`src/rtl/drc_fifo.sv`:
```
// ----------------------------------------------------------------------------
// drc_fifo
// short queue between front end and back end
// ----------------------------------------------------------------------------
module drc_fifo #(
	parameter int WIDTH = 32,
	parameter int DEPTH = 4
) (
	input  logic             clk,
	input  logic             arst_n,
	input  logic             push,
	input  logic [WIDTH-1:0] din,
	output logic             full,
	input  logic             pop,
	output logic [WIDTH-1:0] dout,
	output logic             empty
);

	localparam int PW = $clog2(DEPTH);
	localparam int CW = $clog2(DEPTH + 1);

	logic [WIDTH-1:0] mem_q [DEPTH];
	logic [PW-1:0]    wr_q, rd_q;
	logic [CW-1:0]    count_q;

	assign full  = (count_q == CW'(DEPTH));
	assign empty = (count_q == '0);
	assign dout  = mem_q[rd_q];

	always_ff @(posedge clk) begin
		if (push) begin
			mem_q[wr_q] <= din;
		end
	end

	always_ff @(posedge clk or negedge arst_n) begin
		if (!arst_n) begin
			wr_q    <= '0;
			rd_q    <= '0;
			count_q <= '0;
		end else begin
			if (push) begin
				wr_q <= (wr_q == PW'(DEPTH - 1)) ? '0 : (wr_q + PW'(1));
			end
			if (pop) begin
				rd_q <= (rd_q == PW'(DEPTH - 1)) ? '0 : (rd_q + PW'(1));
			end
			if (push && !pop) begin
				count_q <= count_q + CW'(1);
			end else if (pop && !push) begin
				count_q <= count_q - CW'(1);
			end
		end
	end

	a_no_overflow: assert property (@(posedge clk) disable iff (!arst_n) push |-> !full)
		else $error("queue pushed while full");

	a_no_underflow: assert property (@(posedge clk) disable iff (!arst_n) pop |-> !empty)
		else $error("queue popped while empty");

	a_count_range: assert property (@(posedge clk) disable iff (!arst_n)
		count_q <= CW'(DEPTH))
		else $error("queue count beyond depth");

endmodule

```
`config.mk`:
```
export PLATFORM = sky130hd
export DESIGN_NAME = drc_fifo
export DESIGN_NICKNAME = d
export VERILOG_FILES = /design/src/rtl/drc_fifo.sv
export SDC_FILE = /design/constraint.sdc
export NUM_CORES = 1
export LEC_CHECK = 0
export BUFFER_PORTS_ARGS = -buffer_cell sky130_fd_sc_hd__buf_2
export CORE_UTILIZATION = 45
export CTS_BUF_LIST = sky130_fd_sc_hd__clkbuf_4
export CTS_CLUSTER_SIZE = 20
export DETAILED_ROUTE_END_ITERATION = 12
export GPL_TIMING_DRIVEN = 0
export PLACE_DENSITY = 0.76
export SLEW_MARGIN = 10
export SYNTH_ARGS = -nofsm -noshare
export SYNTH_HDL_FRONTEND = slang
export SYNTH_SLANG_ARGS = --single-unit
```
`constraint.sdc`:
```
create_clock -name clk -period 2.6 [get_ports clk]
set_clock_uncertainty 0.2 [all_clocks]
set_input_delay 0.13 -clock clk [delete_from_list [all_inputs] [get_ports clk]]
set_output_delay 0.13 -clock clk [all_outputs]
set_load 0.02 [all_outputs]
```
==> run_results.csv, run 1 <==
group,metric,value,unit
run_status,status,"completed",
flow_run,drv_cap,0,
yosys,synth_top_area_frac,0.756,
yosys,ys_seq_area_frac,0.791,
placed_design,pre_cts_ws,0.674,ns
route,wl_per_cell,17.0,microns
setup_path,cp_common_cell,"buf_2",
cells_and_area,nets,376,
sta,finalSetupViolations,0,
setup_path,arrival,2.06,ns
route,totalWireLength,8250,microns
cts,cts.reportedPaths.clkPinSlew,0.12,ns
yosys,synth_async_sr_flop_share,0.0519,
die,io_pins,70,
yosys,synth.avg_cell_area,24.8,sq um
cts,cts_sinks,135,
cells_and_area,postLayoutCellArea,6390,sq um
die,rows,38,
setup_path,slowest_delay,0.37,ns
setup_path,critical_path.startpoint_type,"flop",
global_routing,met2_usage,0.244,
setup_path,worstPathCellList,"clkbuf_1 -> buf_2 -> mux4_2 -> buf_2",
global_routing,grt_max_degree,19,
yosys,synth_simple_gate_area_frac,0.0111,
power_and_ir_drop,p_leak,2.27,nW
die,die_h,108,microns
sta,fin_crit,2.39,ns
yosys,syn_inst,205,
yosys,syn_area,5080,sq um
yosys,ys_types,20,
setup_path,crit_required,2.27,ns
yosys,yosysTopAreaCell,"edfxtp_1",
route,drt_iter0_drc,88,
sta,holdWs,0.159,ns
global_routing,antenna_found_initial,0,
setup_path,cp-end-kind,"output port",
global_routing,top_usage_layer,"met2",
yosys,yosysWarnings,0,
power_and_ir_drop,power_density,1040,nW/um^2
global_routing,grt_pass1_vias,2494,
sta,setup_tns,0,ns
setup_path,cp_max_fo,10,
yosys,yosysMostFrequentCell,"edfxtp_1",
global_routing,gr-usage-met1,0.204,
die,dieWidth,108,microns
cells_and_area,synthToLayoutAreaGrowth,25.8,%
global_routing,grtUsageMet3,0.0542,
yosys,synth_xor_area_frac,0.00517,
route,drt-vias-per-instance,4.98,
die,initial_core_util,0.465,
worst_hold_path,min_path_type,"input pin to flop",
sta,setup_slack,0.211,ns
yosys,synth_fp_nets,248,
power_and_ir_drop,vdd_ir_drop_max,0.620,mV
yosys,yosys.area_share.adder,0.0187,
yosys,synthMuxAreaShare,0.151,
cts,htreeDepth,4,
cts,cts_max_path_buffers,2,
global_routing,grt_pass1_wl,12900,microns
global_routing,track_usage,0.159,
sta,slew_viol_final,0,
yosys,synth_edf_count,128,
yosys,synth_top_family_by_area,"multiplexers",
cts,worstSkewPairLatency,0.51,ns
route,via_count,2421,
power_and_ir_drop,p_total,6.65,mW
global_routing,grt-ovfl-total,0,
placed_design,placed_area,5720,sq um
sta,worst_slew_pin_slew,0.535,ns
cts,cts_setup_buffers,0,
cts,cts_root_buf,"clkbuf_4",
yosys,synth-seq-cells,135,
cells_and_area,n_antenna_cell,0,
sta,max_freq,419,MHz
cts,cts_tree,"built",
cts,cts_buffers,17,
yosys,ys.flop_type,"edfxtp_1",
die,core-area,10900,sq um
placed_design,gp_congestion,0.660,
yosys,synth_commonest_cells,"edfxtp_1 (128), mux4_2 (28), dfrtp_1 (7)",
yosys,synth-compound-area-share,0.00197,
cts,cts_resized,0,
cells_and_area,drive_above_1_share,0.413,
setup_path,cp_slowest_cell,"mux4_2",
sta,finalHoldViolCount,0,
setup_path,path_class,"flop to output port",
route,antenna_left,0,
route,drcViolationCount,0,
die,dieArea,11700,sq um
placed_design,portBuffers,69,
yosys,synth.area.top_cells,"edfxtp_1 (76%), mux4_2 (12%), dfrtp_1 (3.4%)",
sta,relSlewSlack,0.644,
placed_design,dp_hpwl,5130,microns
route,drt_pass1_iterations,4,
sta,rsz0062_at_grt,"false",
sta,post-route-period-util,0.919,
-- flip-flops by register name, indices dropped and copies added, names as in the netlist --
signal,cells
count_q,3
mem_q,128
rd_q,2
wr_q,2
-- final timing paths --
kind                                  from      endpoint  slack (ns)  depth (start not counted)
worst max register to register     wr_q[0]  mem_q[0][19]        0.68                          4
min in group asynchronous           arst_n       rd_q[1]        0.35                          3
worst max-delay path               rd_q[1]       dout[8]        0.21                          4
worst min register to register  count_q[2]    count_q[2]        0.35                          1
max in group asynchronous           arst_n       wr_q[0]        1.61                          3
worst min-delay path               din[10]  mem_q[2][10]        0.16                          2
-- metal layers --
layer | wire length (microns) | up-vias
li1 | - | 1121
met1 | 3650 | 1231
met2 | 4120 | 59
met3 | 398 | 10
met4 | 86 | 0
met5 | 0 | -
-- cell usage in the layout (no fill, tap or decap) --
master / synthesis / layout
edfxtp_1: 128 / 128
buf_2: 3 / 72
dlygate4sd3_1: 0 / 36
mux4_2: 28 / 28
clkbuf_4: 0 / 17
dfrtp_1: 7 / 7
ha_1: 6 / 6
inv_1: 4 / 4
and2_2: 0 / 4
mux4_1: 4 / 4
bufinv_16: 0 / 4
clkinv_1: 0 / 4
buf_16: 0 / 4
buf_12: 3 / 3
mux2_2: 3 / 3
nor2_1: 3 / 3
clkinvlp_4: 0 / 3
nand2_1: 2 / 2
o21ai_0: 2 / 2
xor2_1: 2 / 2
clkinv_4: 0 / 2
clkinv_2: 0 / 2
buf_6: 1 / 1
clkbuf_1: 1 / 1
nor3_1: 1 / 1
nor3b_1: 1 / 1
xnor2_1: 1 / 1
fa_1: 1 / 1
-- cells by family after synthesis --
kind of cell,after synthesis
flops,135
mux,35
buf+inv,12
simple gates,11
fa+ha+maj,7
xor+xnor,3
compound gates,2
-- layout make-up --
type | instances | area, sq um
well taps | 140 | 175
plain buffers | 8 | 90.1
fillers | 820 | 4550
clock inverters | 15 | 185
multi-input cells | 58 | 962
inverters | 4 | 15.0
repair buffers | 109 | 816
flip-flops and latches | 135 | 4020
clock buffers | 17 | 128
-- report_power, final --
part           total (mW)  switching, mW  internal (mW)
logic                2.29           1.24           1.05
registers            2.90          0.110           2.79
clock network        1.46          0.711          0.749
total                6.65           2.06           4.59
-- through the flow --
stage	util	instances
final	0.584	486
after global routing	0.584	486
after CTS	0.584	486
after detailed placement	0.523	418
after global placement	0.512	414
after floorplan	-	205
-- critical path, delay by kind of cell (launching register included) --
family,cells,cell delay (ns)
DFF,1,0.36
muxes,1,0.37
buffers and inverters,3,0.81
-- timing repair --
item	4_1_cts	5_1_grt
hold buffers	36	0
setup endpoints to repair	0	0
hold endpoints to repair	142	0
(Power assumes the default switching activity.)
==> run 2: changes to the inputs <==
--- a/config.mk
+++ b/config.mk
@@ -5,6 +5,7 @@
 export SDC_FILE = /design/constraint.sdc
 export NUM_CORES = 1
 export LEC_CHECK = 0
+export ABC_AREA = 1
 export BUFFER_PORTS_ARGS = -buffer_cell sky130_fd_sc_hd__buf_2
 export CORE_UTILIZATION = 45
 export CTS_BUF_LIST = sky130_fd_sc_hd__clkbuf_4
==> run_results.csv, run 2 <==
group,metric,value,unit
yosys,synth.avg_cell_area,13.0,sq um
global_routing,grt_pass1_vias,3398,
sta,setup_tns,0,ns
sta,holdWs,0.159,ns
placed_design,portBuffers,69,
yosys,synth-seq-cells,135,
route,drt_pass1_iterations,4,
cells_and_area,postLayoutCellArea,6760,sq um
setup_path,rrSetupSlack,0.66,ns
cts,cts_max_path_buffers,2,
power_and_ir_drop,power_density,1040,nW/um^2
setup_path,cp-end-kind,"output port",
power_and_ir_drop,power_frac_clock,0.210,
cts,cts_resized,0,
global_routing,track_usage,0.174,
cts,cts_root_buf,"clkbuf_4",
yosys,yosysMostFrequentCell,"edfxtp_1",
cts,cts_sinks,135,
cells_and_area,nets,593,
cells_and_area,largest-register,"mem_q",
sta,finalHoldViolCount,0,
setup_path,cp_max_fo,10,
yosys,yosysTopAreaCell,"edfxtp_1",
yosys,yosysWarnings,0,
yosys,ys_types,18,
sta,worst_slew_pin_slew,0.813,ns
placed_design,dp_hpwl,6560,microns
yosys,ys_seq_area_frac,0.723,
yosys,synth.area.top_cells,"edfxtp_1 (69%), o211ai_1 (8.6%), nand2_1 (7.5%)",
die,rows,40,
yosys,synth_fp_nets,469,
yosys,syn_inst,426,
route,drcViolationCount,0,
global_routing,antenna_found_initial,0,
cells_and_area,n_antenna_cell,0,
power_and_ir_drop,power_frac_comb,0.376,
worst_hold_path,min_path_type,"input pin to flop",
route,drt-vias-per-instance,4.98,
sta,max_freq,453,MHz
die,io_pins,70,
route,totalWireLength,10800,microns
cells_and_area,final_common_cell,"edfxtp_1",
cts,cts.reportedPaths.clkPinSlew,0.12,ns
cells_and_area,largest_reg_flops,128,
yosys,syn_area,5560,sq um
die,dieArea,12800,sq um
route,drt_iter0_drc,149,
sta,finalSetupViolations,0,
power_and_ir_drop,p_total,7.05,mW
power_and_ir_drop,power.switching,2.60,mW
sta,slew_viol_final,0,
worst_hold_path,hold-path-cell-count,2,
yosys,synth_async_sr_flop_share,0.0519,
cells_and_area,layout_common_cells,"edfxtp_1 (128), nand2_1 (111), buf_2 (73)",
sta,relSlewSlack,0.457,
die,initial_core_util,0.463,
die,core-area,12000,sq um
setup_path,r2r.worst_path.cells,4,
cells_and_area,drive_above_1_share,0.221,
setup_path,arrival,1.88,ns
route,wl_per_cell,15.2,microns
worst_hold_path,whs_endpoint,"mem_q[1][11]",
setup_path,critical_path.startpoint_type,"flop",
cts,htreeDepth,4,
yosys,synth_commonest_cells,"edfxtp_1 (128), nand2_1 (111), inv_1 (76)",
global_routing,grt_max_degree,33,
cells_and_area,reg.largest.list,"mem_q (128), count_q (3)",
route,antenna_left,0,
power_and_ir_drop,p_int,4.44,mW
setup_path,r2r_start,"wr_q[0]",
worst_hold_path,min_from,"din[11]",
cts,cts_buffers,17,
yosys,synth_top_area_frac,0.691,
cells_and_area,synthToLayoutAreaGrowth,21.6,%
route,via_count,3529,
sta,post-route-period-util,0.849,
flow_run,drv_cap,0,
die,dieWidth,113,microns
setup_path,r2r-end,"mem_q[0][26]",
global_routing,grt_pass1_wl,16300,microns
run_status,status,"completed",
sta,fin_crit,2.21,ns
power_and_ir_drop,seqPwrFrac,0.413,
setup_path,path_class,"flop to output port",
setup_path,crit_required,2.27,ns
placed_design,placed_area,6090,sq um
cts,worstSkewPairLatency,0.51,ns
placed_design,gp_congestion,0.727,
power_and_ir_drop,switching_share,0.369,
global_routing,grt-ovfl-total,0,
power_and_ir_drop,p_leak,2.83,nW
yosys,ys.flop_type,"edfxtp_1",
power_and_ir_drop,vdd_ir_drop_max,0.469,mV
die,die_h,113,microns
sta,rsz0062_at_grt,"false",
yosys,synth_edf_count,128,
cts,cts_tree,"built",
[run 2: cell count changes in the layout (fill, tap and decap cells not counted), sizes merged, moves of 2 or more]
cell    delta
nand2    +109
mux4      -32
o211ai    +64
buf        +9
o21ai      +2
xor2       -2
inv       +74
mux2       -3
clkinv     -2
and2       -4
[run 2: worst max-delay path by stage]
stage          startpoint           end  cells past startpoint  slack [ns]
3_3_place_gp      wr_q[0]  mem_q[0][22]                      4        0.21
5_1_grt           rd_q[1]      dout[15]                      6        0.24
2_1_floorplan     wr_q[0]   mem_q[0][0]                      4        0.72
4_1_cts           rd_q[1]      dout[12]                      6        0.37
6_report          rd_q[1]      dout[12]                      6        0.39
3_5_place_dp      wr_q[0]  mem_q[0][22]                      4        0.65
[run 2: cells by family (layout without fill, tap and decap cells)]
| family | after synthesis | in the layout | synth area share |
|---|---|---|---|
| xor+xnor | 1 | 1 | 0.00158 |
| simple gates | 117 | 117 | 0.0801 |
| fa+ha+maj | 7 | 7 | 0.0171 |
| compound gates | 68 | 68 | 0.0900 |
| buf+inv | 98 | 234 | 0.0882 |
| flops | 135 | 135 | 0.723 |
[run 2: per-layer routing]
| layer | vias to the layer above | track usage | wire length [microns] |
|---|---|---|---|
| met1 | 1691 | 0.197 | 4500 |
| li1 | 1724 | - | - |
| met2 | 103 | 0.317 | 5580 |
| met5 | - | 0 | 0 |
| met4 | 0 | 0.0614 | 126 |
| met3 | 11 | 0.0445 | 560 |
[run 2: what timing repair did]
item	CTS	global route
endpoints found under the hold margin	142	0
buffers inserted	0	0
hold buffers	36	0
endpoints found under the setup margin	0	0
[run 2: critical path: stages (launching register included)]
cell and delay, ns:
dfrtp_1 0.40, clkbuf_2 0.16, inv_1 0.24, buf_6 0.20
o211ai_1 0.11, nand2_1 0.10, buf_2 0.17
[run 2: power by group through the flow]
stage / sequential [mW] / combinational, mW / clock (mW)
global route: 2.94 / 2.90 / 1.59
floorplan: 2.93 / 1.79 / 0
global placement: 2.95 / 2.58 / 0
detailed placement: 2.97 / 2.64 / 0
CTS: 2.92 / 2.69 / 1.49
finish: 2.91 / 2.65 / 1.48
[run 2: per-stage QoR]
| stage | setup WS [ns] | std cells | util |
|---|---|---|---|
| after floorplan | 0.719 | 426 | - |
| after global placement | 0.211 | 642 | 0.507 |
| after detailed placement | 0.654 | 642 | 0.507 |
| after CTS | 0.372 | 709 | 0.563 |
| after global routing | 0.235 | 709 | 0.563 |
| final | 0.392 | 709 | 0.563 |
[run 2: final cells by class]
cell class                 count  area [sq um]
clock inverter                14           183
fill                         970          5250
clock buffer                  17           128
multi-input combinational    193          1050
sequential                   135          4020
timing repair buffer         105           706
tap                          147           184
inverter                      77           289
buffer                        21           201
==> run 3: changes to the inputs <==
==> constraint.sdc (replaced) <==
create_clock -name clk -period 2.27 [get_ports clk]
set_clock_uncertainty 0.2 [all_clocks]
set_input_delay 0.1135 -clock clk [delete_from_list [all_inputs] [get_ports clk]]
set_output_delay 0.1135 -clock clk [all_outputs]
set_load 0.02 [all_outputs]
==> run_results.csv, run 3 (synthesized netlist as in run 2, its figures left out) <==
group,metric,value,unit
run_status,status,"completed",
route,drt_iter0_drc,164,
cells_and_area,nets,595,
route,wl_per_cell,15.3,microns
setup_path,slowest_delay,0.36,ns
worst_hold_path,min_from,"din[11]",
setup_path,path_class,"flop to output port",
setup_path,critical_path.startpoint_type,"flop",
power_and_ir_drop,power_density,1200,nW/um^2
setup_path,worstPathCellList,"buf_2 -> clkinvlp_4 -> buf_6 -> o211ai_1 -> nand2_1 -> buf_2",
cells_and_area,final_common_cell,"edfxtp_1",
route,drt-vias-per-instance,4.93,
cells_and_area,fillers,971,
power_and_ir_drop,p_total,8.11,mW
cells_and_area,drive_above_1_share,0.225,
placed_design,dp_hpwl,6560,microns
cells_and_area,largest_reg_flops,128,
placed_design,placed_area,6090,sq um
cells_and_area,largest-register,"mem_q",
worst_hold_path,hold-path-cell-count,2,
cts,htreeDepth,4,
cts,cts_max_path_buffers,2,
setup_path,rrSetupSlack,0.33,ns
die,die_h,113,microns
route,drt_pass1_iterations,5,
setup_path,cp_slowest_cell,"dfrtp_1",
placed_design,portBuffers,69,
setup_path,cp_common_cell,"buf_2",
setup_path,crit_required,1.96,ns
die,dieArea,12800,sq um
die,io_pins,70,
global_routing,grt_pass1_vias,3398,
cts,worstSkewPairLatency,0.52,ns
route,met3_length,529,microns
power_and_ir_drop,p_leak,2.83,nW
sta,relSlewSlack,0.458,
die,dieWidth,113,microns
cells_and_area,n_antenna_cell,0,
route,met1_length,4580,microns
die,rows,40,
flow_run,drv_cap,0,
placed_design,gp_congestion,0.727,
worst_hold_path,whs_endpoint,"mem_q[1][11]",
global_routing,grt_max_degree,33,
global_routing,antenna_found_initial,0,
cts,cts_root_buf,"clkbuf_4",
sta,worst_slew_pin_slew,0.812,ns
sta,post-route-period-util,0.931,
die,core-area,12000,sq um
die,initial_core_util,0.463,
cts,cts_tree,"built",
setup_path,r2r-end,"mem_q[2][12]",
setup_path,arrival,1.80,ns
cells_and_area,reg.largest.list,"mem_q (128), count_q (3)",
sta,rsz0062_at_grt,"false",
cells_and_area,final_core_util,0.565,
cts,cts.reportedPaths.clkPinSlew,0.12,ns
global_routing,grt_pass1_wl,16300,microns
setup_path,r2r_start,"wr_q[0]",
route,top_layer,"met4",
cells_and_area,synthToLayoutAreaGrowth,22.0,%
sta,finalSetupViolations,0,
route,totalWireLength,10900,microns
global_routing,grt-ovfl-total,0,
route,via_count,3503,
cells_and_area,layout_common_cells,"edfxtp_1 (128), nand2_1 (111), buf_2 (74)",
sta,setup_tns,0,ns
route,dr_wl_met2,5660,microns
sta,fin_crit,2.11,ns
cts,cts_sinks,135,
cells_and_area,postLayoutCellArea,6780,sq um
setup_path,r2r.worst_path.cells,4,
global_routing,track_usage,0.174,
sta,max_freq,473,MHz
worst_hold_path,min_path_type,"input pin to flop",
route,antenna_left,0,
sta,slew_viol_final,0,
sta,finalHoldViolCount,0,
cts,cts_buffers,17,
setup_path,cp-end-kind,"output port",
setup_path,cp_max_fo,10,
power_and_ir_drop,vdd_ir_drop_max,0.539,mV
route,drcViolationCount,0,
## run 3: cell types whose count changed in the layout (fill, tap and decap cells not counted), sizes merged
cell	previous run	this run
inv	78	77
clkinvlp	3	4
clkbuf	18	17
buf	89	92
## run 3: per-stage QoR
stage	cells	setup WS (ns)	hold WS [ns]
detailed placement	642	0.324	-0.237
floorplan	426	0.389	-0.382
CTS	709	0.0583	0.118
global route	711	0.0148	0.105
global placement	642	-0.119	-0.242
finish	711	0.156	0.133
## run 3: what timing repair did
item | in CTS | in global routing
gates resized for setup | 0 | 3
setup endpoints to repair | 0 | 25
buffers inserted | 0 | 2
hold endpoints to repair | 142 | 0
hold buffers | 36 | 0
## run 3: worst max path at each step
stage	from	to	slack, ns	cells past startpoint
finish	rd_q[1]	dout[12]	0.16	6
global route	rd_q[1]	dout[12]	0.01	6
CTS	rd_q[1]	dout[12]	0.06	6
detailed placement	wr_q[0]	mem_q[0][22]	0.32	4
global placement	wr_q[0]	mem_q[0][22]	-0.12	4
floorplan	wr_q[0]	mem_q[0][0]	0.39	4
## run 3: final cells by class
class | count | area (sq um) | area share
sequential | 135 | 4020 | 0.593
multi-input combinational | 193 | 1050 | 0.155
timing repair buffer | 107 | 721 | 0.106
inverter | 77 | 293 | 0.0432
buffer | 21 | 205 | 0.0303
tap | 147 | 184 | 0.0271
clock inverter | 14 | 183 | 0.0269
clock buffer | 17 | 128 | 0.0188
## run 3: where the power goes
| group | switching (mW) | internal, mW |
|---|---|---|
| logic | 2.02 | 1.06 |
| clock network | 0.841 | 0.859 |
| registers | 0.133 | 3.20 |
| total | 2.99 | 5.12 |
## run 3: layer usage
layer / vias up / GRT usage
met1: 1670 / 0.197
met4: 0 / 0.0614
met5: - / 0
met3: 11 / 0.0445
li1: 1726 / -
met2: 96 / 0.317
## run 3: critical path: cells and delay by family, from the launching register on
family	cells	cell delay, ns
simple gates	1	0.10
compound gates	1	0.10
buf+inv	4	0.72
flops	1	0.36
